--- src/bbd_pkg.sv ---
// ---------------------------------------------------------------------------
// bbd_pkg: shared types and constants for the bass beat detector
// Payload structs, configuration register indexes and divider constants.
// ---------------------------------------------------------------------------
package bbd_pkg;

  localparam int BINS_SUMMED = 10;
  localparam int BIN_W       = 6;
  localparam int SAMPLE_W    = 16;
  localparam int SCALE_SH    = 4;
  localparam int SCALED_W    = SAMPLE_W - SCALE_SH;
  localparam int SUM_W       = 18;
  localparam int LEVEL_W     = 12;
  localparam int TIME_W      = 32;
  localparam int WIN_W       = 16;
  localparam int CFG_DATA_W  = 16;
  localparam int THR_W       = 18;

  // level = trunc(sum / LEVEL_DIV), done as |sum| * DIV_MULT >> DIV_SHIFT
  localparam int    LEVEL_DIV  = 2 * BINS_SUMMED;
  localparam int    DIV_SHIFT  = SUM_W + $clog2(LEVEL_DIV);
  localparam longint DIV_MULT  = ((longint'(1) << DIV_SHIFT) + LEVEL_DIV - 1) / LEVEL_DIV;
  localparam int    MULT_W     = DIV_SHIFT + 1;
  localparam int    PROD_W     = SUM_W + MULT_W;
  localparam int    QUOT_W     = LEVEL_W + 1;

  localparam logic [BIN_W-1:0]  BIN_LAST     = BIN_W'(BINS_SUMMED - 1);
  localparam logic [WIN_W-1:0]  WINDOW_RESET = WIN_W'(100);

  typedef enum logic [0:0] {
    CFG_FLASH_ENABLE  = 1'b0,
    CFG_WINDOW_FRAMES = 1'b1
  } cfg_idx_t;

  typedef struct packed {
    logic signed [SAMPLE_W-1:0] left_bin;
    logic signed [SAMPLE_W-1:0] right_bin;
    logic        [TIME_W-1:0]   frame_time;
  } in_req_t;

  typedef struct packed {
    logic signed [LEVEL_W-1:0] bass_level;
    logic                      beat_active;
    logic                      flash_pulse;
    logic signed [LEVEL_W-1:0] peak_old;
    logic signed [LEVEL_W-1:0] floor_old;
  } out_res_t;

  typedef struct packed {
    logic             flash_enable;
    logic [WIN_W-1:0] window_frames;
  } cfg_t;

endpackage

--- src/bbd_beat_track.sv ---
// ---------------------------------------------------------------------------
// bbd_beat_track: per-frame peak/floor tracking and hysteresis flag
// Holds recent and latched extremes with their time stamps; produces the
// frame result for a level and frame time when advanced.
// ---------------------------------------------------------------------------
module bbd_beat_track (
  input  logic                               clk,
  input  logic                               rst_n,
  input  logic                               advance,
  input  logic signed [bbd_pkg::LEVEL_W-1:0] level,
  input  logic        [bbd_pkg::TIME_W-1:0]  now,
  input  bbd_pkg::cfg_t                      cfg,
  output bbd_pkg::out_res_t                  result
);

  logic signed [bbd_pkg::LEVEL_W-1:0] max_recent_r, max_recent_nxt;
  logic signed [bbd_pkg::LEVEL_W-1:0] min_recent_r, min_recent_nxt;
  logic signed [bbd_pkg::LEVEL_W-1:0] max_latched_r, max_latched_nxt;
  logic signed [bbd_pkg::LEVEL_W-1:0] min_latched_r, min_latched_nxt;
  logic        [bbd_pkg::TIME_W-1:0]  max_stamp_r, max_stamp_nxt;
  logic        [bbd_pkg::TIME_W-1:0]  min_stamp_r, min_stamp_nxt;
  logic                               beat_flag_r, beat_flag_nxt;

  logic signed [bbd_pkg::LEVEL_W-1:0] max_upd, min_upd;
  logic        [bbd_pkg::TIME_W-1:0]  d_max, d_min, win_ext;
  logic                               pass_max, pass_min;
  logic signed [bbd_pkg::THR_W-1:0]   ext_max, ext_min, ext_lvl;
  logic signed [bbd_pkg::THR_W-1:0]   x_hi, x_lo, l10;
  logic                               above_hi, below_lo, rise, flag_mid;

  always_comb begin
    max_upd = (level > max_recent_r) ? level : max_recent_r;
    min_upd = (level < min_recent_r) ? level : min_recent_r;

    // window test on signed 32-bit time difference
    win_ext  = bbd_pkg::TIME_W'(cfg.window_frames);
    d_max    = now - max_stamp_r;
    d_min    = now - min_stamp_r;
    pass_max = !d_max[bbd_pkg::TIME_W-1] && (d_max > win_ext);
    pass_min = !d_min[bbd_pkg::TIME_W-1] && (d_min > win_ext);

    max_latched_nxt = pass_max ? max_upd : max_latched_r;
    max_recent_nxt  = pass_max ? '0 : max_upd;
    max_stamp_nxt   = pass_max ? now : max_stamp_r;
    min_latched_nxt = pass_min ? min_upd : min_latched_r;
    min_recent_nxt  = pass_min ? '0 : min_upd;
    min_stamp_nxt   = pass_min ? now : min_stamp_r;

    // thresholds compared as 10*level against 6a+4b, no division
    ext_max = bbd_pkg::THR_W'(max_latched_nxt);
    ext_min = bbd_pkg::THR_W'(min_latched_nxt);
    ext_lvl = bbd_pkg::THR_W'(level);
    x_hi    = (ext_max <<< 2) + (ext_max <<< 1) + (ext_min <<< 2);
    x_lo    = (ext_min <<< 2) + (ext_min <<< 1) + (ext_max <<< 2);
    l10     = (ext_lvl <<< 3) + (ext_lvl <<< 1);

    above_hi = x_hi[bbd_pkg::THR_W-1] ? ((l10 - 18'sd9) > x_hi) : (l10 > x_hi);
    below_lo = x_lo[bbd_pkg::THR_W-1] ? (l10 < x_lo) : ((l10 + 18'sd10) <= x_lo);

    rise          = above_hi && !beat_flag_r;
    flag_mid      = beat_flag_r || rise;
    beat_flag_nxt = flag_mid && !below_lo;

    result.bass_level  = level;
    result.beat_active = beat_flag_nxt;
    result.flash_pulse = rise && cfg.flash_enable;
    result.peak_old    = max_latched_nxt;
    result.floor_old   = min_latched_nxt;
  end

  always_ff @(posedge clk) begin
    if (!rst_n) begin
      max_recent_r  <= '0;
      min_recent_r  <= '0;
      max_latched_r <= '0;
      min_latched_r <= '0;
      max_stamp_r   <= '0;
      min_stamp_r   <= '0;
      beat_flag_r   <= 1'b0;
    end else if (advance) begin
      max_recent_r  <= max_recent_nxt;
      min_recent_r  <= min_recent_nxt;
      max_latched_r <= max_latched_nxt;
      min_latched_r <= min_latched_nxt;
      max_stamp_r   <= max_stamp_nxt;
      min_stamp_r   <= min_stamp_nxt;
      beat_flag_r   <= beat_flag_nxt;
    end
  end

endmodule

--- src/bass_beat_detector.sv ---
// ---------------------------------------------------------------------------
// bass_beat_detector: low-band level and hysteresis beat detection
// Input requests carry one left/right pair of low spectrum bins; every
// BINS_SUMMED-th request closes a frame and yields one result request with
// the frame level, beat flag, flash pulse and latched peak/floor. Other
// requests only accumulate and produce no result.
// Pipeline: accumulate on accept, divide stage, tracking stage into the
// output register (sum_fin_r, level2_r, out_r). Input requests are taken
// one per cycle while in_ready is high; the divide stage has one constant
// multiplier, the tracking stage a 32-bit compare per extreme.
// Reset clears the accumulator, bin count, all extremes, stamps and the
// beat flag; flash_enable resets to 0 and window_frames to 100.
// When out_ready is low the output register holds; stages behind it keep
// filling and in_ready drops only once the closing-frame stage is blocked.
// Config writes (cfg_addr 0: flash_enable, 1: window_frames) take effect at
// once; the user must make them while no frame is in flight (unenforced).
// ---------------------------------------------------------------------------
module bass_beat_detector (
  input  logic                             clk,
  input  logic                             rst_n,
  input  logic                             in_valid,
  output logic                             in_ready,
  input  bbd_pkg::in_req_t                 in_data,
  output logic                             out_valid,
  input  logic                             out_ready,
  output bbd_pkg::out_res_t                out_data,
  input  logic                             cfg_we,
  input  logic [0:0]                       cfg_addr,
  input  logic [bbd_pkg::CFG_DATA_W-1:0]   cfg_wdata
);

  bbd_pkg::cfg_t                       cfg_r;
  logic [bbd_pkg::BIN_W-1:0]           bin_index_r;
  logic signed [bbd_pkg::SUM_W-1:0]    level_sum_r, sum_add;
  logic signed [bbd_pkg::SUM_W-1:0]    sum_fin_r;
  logic [bbd_pkg::TIME_W-1:0]          time1_r, time2_r;
  logic                                s1_v_r, s2_v_r, out_v_r;
  logic signed [bbd_pkg::LEVEL_W-1:0]  level2_r, level_nxt;
  bbd_pkg::out_res_t                   out_r, track_res;

  logic                                in_acc, last_bin, adv2, adv3;
  logic                                sum_neg;
  logic [bbd_pkg::SUM_W-1:0]           sum_mag;
  logic [bbd_pkg::PROD_W-1:0]          prod;
  logic [bbd_pkg::QUOT_W-1:0]          quot, quot_s;

  assign adv3     = s2_v_r && (!out_v_r || out_ready);
  assign adv2     = s1_v_r && (!s2_v_r || adv3);
  assign in_ready = !s1_v_r || adv2;
  assign in_acc   = in_valid && in_ready;
  assign last_bin = (bin_index_r == bbd_pkg::BIN_LAST);

  assign out_valid = out_v_r;
  assign out_data  = out_r;

  always_comb begin
    sum_add = level_sum_r
            + bbd_pkg::SUM_W'($signed(
                in_data.left_bin[bbd_pkg::SAMPLE_W-1:bbd_pkg::SCALE_SH]))
            + bbd_pkg::SUM_W'($signed(
                in_data.right_bin[bbd_pkg::SAMPLE_W-1:bbd_pkg::SCALE_SH]));
  end

  // truncating divide by 2*BINS_SUMMED via reciprocal multiply on magnitude
  always_comb begin
    sum_neg   = sum_fin_r[bbd_pkg::SUM_W-1];
    sum_mag   = sum_neg ? bbd_pkg::SUM_W'(-sum_fin_r) : bbd_pkg::SUM_W'(sum_fin_r);
    prod      = bbd_pkg::PROD_W'(sum_mag) *
                bbd_pkg::PROD_W'(bbd_pkg::MULT_W'(bbd_pkg::DIV_MULT));
    quot      = prod[bbd_pkg::DIV_SHIFT +: bbd_pkg::QUOT_W];
    quot_s    = sum_neg ? (~quot + 1'b1) : quot;
    level_nxt = quot_s[bbd_pkg::LEVEL_W-1:0];
  end

  always_ff @(posedge clk) begin
    if (!rst_n) begin
      cfg_r.flash_enable  <= 1'b0;
      cfg_r.window_frames <= bbd_pkg::WINDOW_RESET;
    end else if (cfg_we) begin
      unique case (bbd_pkg::cfg_idx_t'(cfg_addr))
        bbd_pkg::CFG_FLASH_ENABLE:  cfg_r.flash_enable  <= cfg_wdata[0];
        bbd_pkg::CFG_WINDOW_FRAMES: cfg_r.window_frames <= cfg_wdata[bbd_pkg::WIN_W-1:0];
        default: ;
      endcase
    end
  end

  always_ff @(posedge clk) begin
    if (!rst_n) begin
      bin_index_r <= '0;
      level_sum_r <= '0;
      s1_v_r      <= 1'b0;
      s2_v_r      <= 1'b0;
      out_v_r     <= 1'b0;
    end else begin
      if (in_acc) begin
        if (last_bin) begin
          bin_index_r <= '0;
          level_sum_r <= '0;
        end else begin
          bin_index_r <= bin_index_r + 1'b1;
          level_sum_r <= sum_add;
        end
      end
      if (in_acc && last_bin) begin
        s1_v_r <= 1'b1;
      end else if (adv2) begin
        s1_v_r <= 1'b0;
      end
      if (adv2) begin
        s2_v_r <= 1'b1;
      end else if (adv3) begin
        s2_v_r <= 1'b0;
      end
      if (adv3) begin
        out_v_r <= 1'b1;
      end else if (out_ready) begin
        out_v_r <= 1'b0;
      end
    end
  end

  always_ff @(posedge clk) begin
    if (in_acc && last_bin) begin
      sum_fin_r <= sum_add;
      time1_r   <= in_data.frame_time;
    end
    if (adv2) begin
      level2_r <= level_nxt;
      time2_r  <= time1_r;
    end
    if (adv3) begin
      out_r <= track_res;
    end
  end

  bbd_beat_track u_track (
    .clk     (clk),
    .rst_n   (rst_n),
    .advance (adv3),
    .level   (level2_r),
    .now     (time2_r),
    .cfg     (cfg_r),
    .result  (track_res)
  );

endmodule

--- config.mk ---
export PLATFORM = sky130hd
export DESIGN_NAME = bass_beat_detector
export DESIGN_NICKNAME = d
export VERILOG_FILES = /design/src/bbd_pkg.sv /design/src/bbd_beat_track.sv /design/src/bass_beat_detector.sv
export SDC_FILE = /design/constraint.sdc
export NUM_CORES = 1
export LEC_CHECK = 0
export BUFFER_PORTS_ARGS = -buffer_cell sky130_fd_sc_hd__buf_4
export CAP_MARGIN = 20
export CORE_UTILIZATION = 65
export CTS_BUF_LIST = sky130_fd_sc_hd__clkbuf_16
export DETAILED_ROUTE_END_ITERATION = 16
export PLACE_DENSITY_LB_ADDON = 0.25
export SLEW_MARGIN = 40
export SYNTH_ARGS = -nofsm -noshare
export SYNTH_HDL_FRONTEND = slang
export SYNTH_SLANG_ARGS = --single-unit
--- constraint.sdc ---
create_clock -name clk -period 14.3 [get_ports clk]
set_input_delay 2.86 -clock clk [delete_from_list [all_inputs] [get_ports clk]]
set_output_delay 2.86 -clock clk [all_outputs]
set_load 0.02 [all_outputs]
==> results of run 1 <==
routing by layer:
layer / GRT usage / share of wire / up-vias
met5: 0 / 0.00021 / -
met4: 0.1020 / 0.034 / 2
met3: 0.04591 / 0.060 / 130
met2: 0.5186 / 0.47 / 637
met1: 0.3886 / 0.43 / 9788
li1: - / - / 9814
critical path, delay by kind of cell (launching register included):
| kind | cells | cell delay [ns] |
|---|---|---|
| AOI/OAI and AO/OA | 26 | 5.37 |
| DFF | 1 | 0.44 |
| xor gates and xnor gates | 2 | 0.51 |
| buffers and inverters | 2 | 0.31 |
| and+or+nand+nor | 7 | 0.97 |
| adders and majority gates | 6 | 2.23 |
| muxes | 2 | 0.60 |
registers in the layout, summed over array words and instances, names as in the netlist, 17 cells and up:
| signal | count |
|---|---|
| sum_fin_r | 18 |
| u_track.min_stamp_r | 32 |
| time2_r | 32 |
| u_track.max_stamp_r | 32 |
| level_sum_r | 18 |
| time1_r | 32 |
| cfg_r | 17 |
| out_data | 38 |
layout by cell type, fill, tap and decap left out, drive strengths merged, types with 75 or more instances in the layout:
master | netlist | routed
o21ai | 105 | 105
a21oi | 129 | 129
dfxtp | 157 | 157
buf | 21 | 131
nor2 | 97 | 97
nand2 | 299 | 299
inv | 350 | 361
edfxtp | 132 | 132
xnor2 | 100 | 100
mux2i | 119 | 119
a21o | 75 | 75
fa | 146 | 146
ha | 348 | 348
final cells by class:
class / count / area [um^2]
antenna: 1 / 2.502
clock buffer: 35 / 875.8
clock inverter: 21 / 175.2
fill: 2942 / 11210
inverter: 353 / 1325
multi-input combinational: 2041 / 17380
sequential: 289 / 7107
tap: 525 / 656.9
timing repair buffer: 131 / 1002
power by group:
part,internal [W],leakage (nW),switching (W),total [W]
Sequential,0.000897,2.46,0.0000138,0.000911
Combinational,0.000139,9.57,0.000166,0.000305
Clock,0.000490,0.540,0.000340,0.000829
cells by family (layout without fill, tap and decap cells):
family	count (synthesis)	in the layout	synth area share
and+or+nand+nor	684	684	0.1258
AOI/OAI and AO/OA	569	569	0.1497
adders and majority gates	497	497	0.2795
buffers and inverters	437	540	0.06639
DFF	289	289	0.2719
xor gates and xnor gates	148	148	0.04988
muxes	143	143	0.05677
other	0	1	0
how the worst min path moves through the flow:
stage | start | endpoint | slack, ns | cells after the start
3_5_place_dp | time1_r[3]$_DFFE_PP_ | time2_r[3]$_DFFE_PP_ | 0.40 | 0
2_1_floorplan | time1_r[0]$_DFFE_PP_ | time2_r[0]$_DFFE_PP_ | 0.40 | 0
6_report | time1_r[6]$_DFFE_PP_ | time2_r[6]$_DFFE_PP_ | 0.42 | 0
5_1_grt | time1_r[15]$_DFFE_PP_ | time2_r[15]$_DFFE_PP_ | 0.42 | 0
3_3_place_gp | time1_r[20]$_DFFE_PP_ | time2_r[20]$_DFFE_PP_ | 0.40 | 0
4_1_cts | time1_r[6]$_DFFE_PP_ | time2_r[6]$_DFFE_PP_ | 0.42 | 0
per-stage QoR:
stage / utilization / cells / instance area (um^2) / hold slack [ns] / setup WS (ns)
after CTS: 0.7171 / 3394 / 28490 / 0.4190 / 3.693
after floorplan: - / 2767 / 26140 / 0.4003 / 5.397
after detailed placement: 0.6906 / 3338 / 27440 / 0.4045 / 3.673
final: 0.7179 / 3396 / 28520 / 0.4188 / 3.573
after global placement: 0.6895 / 3337 / 27400 / 0.4037 / 3.869
after global routing: 0.7179 / 3395 / 28520 / 0.4239 / 2.859
==> reports/qor.txt, run 1 <==
status -> completed
Worst Setup End Kind -> register
global route overflow -> 0
Worst Path Class, Setup -> reg2reg
First DRT Iteration DRCs -> 1617
Min-Delay Path Class -> reg2reg
R2R Setup Slk -> 3.57 ns
initial antenna violation count -> 2
relative slew slack -> 0.4306
Leak -> 12.58 nW
hold_buf cts -> 0
Post-Syn Area -> 26140 um^2
period utilization -> 0.7501
Worst-Margin Slew -> 0.8513 ns
initial core utilization -> 0.6579
Reg-to-Reg End -> out_data[25]$_DFFE_PP_
Worst path max stage delay -> 0.59 ns
IO Pins -> 126
Final min period -> 10.73 ns
Residual DRC -> 0
largest net degree at the start of global routing -> 113
clock-pin slew on the worst setup and hold paths -> 0.07 ns
Net Count, Synth -> 3347
Area growth, synth to finish -> 9.128%
critical path's slowest cell -> a2111oi_2
Num CTS Buffers -> 30
top cells by count, synth -> inv_1, ha_1, nand2_1
GP Congestion -> 0.9347
f_max -> 93.22 MHz
gate count of the mapped netlist -> 2767
post-CTS setup buffers -> 0
Max clock buf depth -> 3
Critical Path RT -> 14.62 ns
CP dominant cell by count -> a21o_1
vias per cell -> 5.999
Max FO, Critical Path -> 8
Final nets -> 3426
Post-synth ARST share -> 0
vias -> 20370
Die H -> 202.5 um
total power -> 0.002046 W
CP startpoint -> time2_r[1]$_DFFE_PP_
post-DR wirelength/cell -> 18.28 um
Power Dens Cells -> 71.71 nW/um^2
Arrival @ worst endpoint -> 11.05 ns
final setup fails -> 0
Synth cell types -> 94
TritonCTS clock tree -> yes
core area -> 39730 um^2
startpoint class of the critical path -> register
Clock Skew -> 0.01631 ns
WL final -> 62060 um
RSZ-0062 raised after global routing -> no
antenna-violating nets left -> 0
CTS Root Cell -> clkbuf_16
r2r worst-path depth -> 45
top cell type's share of synthesized area -> 0.1666
# rows -> 73
r2r startpoint -> time2_r[1]$_DFFE_PP_
predominant post-synthesis flop cell -> dfxtp_1
cell taking the most area after synthesis -> ha_1
Global Route Usage Sum -> 0.3021
Yosys Warn Count -> 0
CTS resizes -> 0
vias in the first global route -> 20490
hpwl dp -> 48100 um
I/O Buffers -> 117
htree depth -> 1
max_cap viols -> 0
part of the Yosys area used for sequential elements -> 0.2719
FF+latch count, synth -> 289
CP endpoint -> out_data[25]$_DFFE_PP_
Max Slew Vio Count -> 0
1st-pass router iterations -> 6
first-pass GRT wire length -> 100600 um
CTS Sinks -> 289
final setup TNS -> 0 ns
top-count cell post-synth -> inv_1
Post-synth EDFFs -> 132
die footprint -> 41020 um^2
final hold vios -> 0
Worst VDD drop -> 0.1062 mV
layout cells sized above 1 -> 0.08850
Clk Latency, worst-skew pair -> 0.58 ns
die width -> 202.5 um
mean post-synth cell area -> 9.447 um^2
synth top area cells -> ha_1, edfxtp_1, dfxtp_1
Note: power is estimated with default switching activity, not from simulation.
==> run 2, diff against run 1 <==
Settings changed: ABC_AREA set to 1, CORE_UTILIZATION 65 to 58.
Clock period 14.3 ns to 9.1 ns, I/O delays scaled along.
==> reports/qor.txt, run 2 <==
cell taking the most area after synthesis -> ha_1 (unchanged)
Net Count, Synth -> 4063 (was 3347)
top cells by count, synth -> nand2_1, inv_1, ha_1 (was inv_1, ha_1, nand2_1)
global route overflow -> 0 (unchanged)
max FFs per register -> 38 (unchanged)
hpwl dp -> 50030 um (was 48100 um)
1st-pass router iterations -> 5 (was 6)
r2r worst-path depth -> 49 (was 45)
FF+latch count, synth -> 289 (unchanged)
xor/xnor share of the synthesized area -> 0.04803 (was 0.04988)
Num CTS Buffers -> 35 (was 30)
gate count of the mapped netlist -> 3483 (was 2767)
htree depth -> 2 (was 1)
CTS Sinks -> 289 (unchanged)
I/O Buffers -> 117 (unchanged)
Synth cell types -> 58 (was 94)
top cell type's share of synthesized area -> 0.1615 (was 0.1666)
Max clock buf depth -> 3 (unchanged)
met2 routed wirelength -> 29260 um (was 29450 um)
part of the Yosys area used for sequential elements -> 0.2636 (was 0.2719)
mux contribution to synthesized area -> 0 (was 0.05677)
mean post-synth cell area -> 7.740 um^2 (was 9.447 um^2)
Net Switching -> 0.0009189 W (was 0.0005193 W)
critical path's slowest cell -> fa_1 (was a2111oi_2)
Clk pwr share -> 0.434 (was 0.405)
period utilization -> 0.8998 (was 0.7501)
ant diodes -> 0 (was 1)
Arrival @ worst endpoint -> 8.49 ns (was 11.05 ns)
max_cap viols -> 0 (unchanged)
Post-Syn Area -> 26960 um^2 (was 26140 um^2)
Min-Delay Path Class -> reg2reg (unchanged)
Area growth, synth to finish -> 9.983% (was 9.128%)
largest family of logic cells by synthesized area -> adder cells (unchanged)
Die H -> 217.6 um (was 202.5 um)
vias in the first global route -> 21220 (was 20490)
WL final -> 64370 um (was 62060 um)
Worst-Margin Slew -> 0.8322 ns (was 0.8513 ns)
WL met3 -> 3971 um (was 3710 um)
initial antenna violation count -> 0 (was 2)
Worst Path Class, Setup -> reg2reg (unchanged)
Clock Skew -> 0.01711 ns (was 0.01631 ns)
Yosys Warn Count -> 0 (unchanged)
antenna-violating nets left -> 0 (unchanged)
share of total power in combinational logic -> 0.148 (was 0.149)
switch share -> 0.2668 (was 0.2539)
Final nets -> 4170 (was 3426)
Critical Path RT -> 9.40 ns (was 14.62 ns)
CTS Root Cell -> clkbuf_16 (unchanged)
clock-pin slew on the worst setup and hold paths -> 0.06 ns (was 0.07 ns)
synth top area cells -> ha_1, edfxtp_1, dfxtp_1 (unchanged)
simple-gate share of the synthesized area -> 0.2091 (was 0.1258)
part of the power in registers -> 0.418 (was 0.445)
hold slack -> 0.4156 ns (was 0.4188 ns)
die footprint -> 47350 um^2 (was 41020 um^2)
Global Route Usage Sum -> 0.2760 (was 0.3021)
most common cell after layout, fill and taps aside -> nand2_1 (was inv_1)
WHS Path Cells -> 0 (unchanged)
predominant post-synthesis flop cell -> dfxtp_1 (unchanged)
Final min period -> 8.188 ns (was 10.73 ns)
vias -> 22350 (was 20370)
Max Slew Vio Count -> 0 (unchanged)
First DRT Iteration DRCs -> 1522 (was 1617)
first-pass GRT wire length -> 105200 um (was 100600 um)
Max FO, Critical Path -> 25 (was 8)
vias per cell -> 5.300 (was 5.999)
core area -> 45580 um^2 (was 39730 um^2)
final setup TNS -> 0 ns (unchanged)
wl on met1 -> 29620 um (was 26810 um)
CP dominant cell by count -> nand2_1 (was a21o_1)
Clk Latency, worst-skew pair -> 0.55 ns (was 0.58 ns)
die width -> 217.6 um (was 202.5 um)
startpoint class of the critical path -> register (unchanged)
post-CTS setup buffers -> 0 (unchanged)
largest net degree at the start of global routing -> 76 (was 113)
post-DR wirelength/cell -> 15.26 um (was 18.28 um)
# rows -> 78 (was 73)
f_max -> 122.1 MHz (was 93.22 MHz)
Residual DRC -> 0 (unchanged)
top-count cell post-synth -> nand2_1 (was inv_1)
status -> completed (unchanged)
Worst path max stage delay -> 0.55 ns (was 0.59 ns)
relative slew slack -> 0.4452 (was 0.4306)
internal power -> 0.002525 W (was 0.001526 W)
top routing layer in use -> met4 (was met5)
Adder-Cell Fraction of Synth Area -> 0.2699 (was 0.2795)
layout cells sized above 1 -> 0.07492 (was 0.08850)
Power Dens Cells -> 116.2 nW/um^2 (was 71.71 nW/um^2)
final setup fails -> 0 (unchanged)
Post-synth EDFFs -> 132 (unchanged)
Leak -> 14.33 nW (was 12.58 nW)
TritonCTS clock tree -> yes (unchanged)
Worst VDD drop -> 0.2525 mV (was 0.1062 mV)
hold_buf cts -> 0 (unchanged)
initial core utilization -> 0.5915 (was 0.6579)
Synth Area in Compound Gates -> 0.1074 (was 0.1497)
most frequent cells in the layout -> nand2_1, inv_1, ha_1, nor2_1, a21oi_1 (was inv_1, ha_1, nand2_1, dfxtp_1, fa_1)
Worst Setup End Kind -> register (unchanged)
GP Congestion -> 0.9187 (was 0.9347)
Post-synth ARST share -> 0 (unchanged)
IO Pins -> 126 (unchanged)
final hold vios -> 0 (unchanged)
RSZ-0062 raised after global routing -> no (unchanged)
CTS resizes -> 0 (unchanged)
-- run 2: area by class of cell --
class,count,area (um^2)
clock inverter,27,309.0
multi-input combinational,2488,17120
timing repair buffer,138,1044
sequential,289,7107
tap,600,750.7
inverter,638,2399
fill,3909,15930
clock buffer,37,925.9
-- run 2: per-layer routing --
| layer | vias to the layer above | GRT usage |
|---|---|---|
| met2 | 596 | 0.4554 |
| li1 | 11470 | - |
| met5 | - | 0 |
| met3 | 99 | 0.03529 |
| met1 | 10190 | 0.3801 |
| met4 | 0 | 0.07465 |
-- run 2: cell families (layout without fill, tap and decap cells) --
group | Yosys count | count (layout)
xor gates and xnor gates | 147 | 147
AOI/OAI and AO/OA | 496 | 496
adders and majority gates | 494 | 494
and+or+nand+nor | 1351 | 1351
DFF | 289 | 289
buffers and inverters | 706 | 840
-- run 2: stage by stage --
step / power [W] / area [um^2] / instances / utilization / setup WS (ns)
floorplan: 0.001835 / 26960 / 3483 / - / 1.661
global placement: 0.001959 / 28400 / 4152 / 0.6230 / 1.072
detailed placement: 0.001975 / 28400 / 4152 / 0.6232 / 0.9763
CTS: 0.003473 / 29640 / 4216 / 0.6503 / 0.9665
global route: 0.003585 / 29650 / 4217 / 0.6506 / 0.002642
finish: 0.003444 / 29650 / 4217 / 0.6506 / 0.9115
-- run 2: worst paths after layout --
kind | from | endpoint | slack (ns)
worst max-delay path | time2_r[0]$_DFFE_PP_ | out_data[25]$_DFFE_PP_ | 0.91
worst max register to register | time2_r[0]$_DFFE_PP_ | out_data[25]$_DFFE_PP_ | 0.91
worst min-delay path | time1_r[25]$_DFFE_PP_ | time2_r[25]$_DFFE_PP_ | 0.42
worst min register to register | time1_r[25]$_DFFE_PP_ | time2_r[25]$_DFFE_PP_ | 0.42
-- run 2: power groups by stage --
stage / Clock (W) / Combinational, W / Sequential (W)
finish: 0.00149 / 0.000509 / 0.00144
global route: 0.00156 / 0.000579 / 0.00144
CTS: 0.00152 / 0.000512 / 0.00144
detailed placement: 0 / 0.000507 / 0.00147
global placement: 0 / 0.000492 / 0.00147
floorplan: 0 / 0.000372 / 0.00146
-- run 2: worst max-delay path: cells and delay by family (launching register included) --
kind | cells | cell delay (ns)
AOI/OAI and AO/OA | 10 | 1.81
and+or+nand+nor | 24 | 2.32
xor gates and xnor gates | 2 | 0.55
buffers and inverters | 6 | 0.52
adders and majority gates | 7 | 2.36
DFF | 1 | 0.35
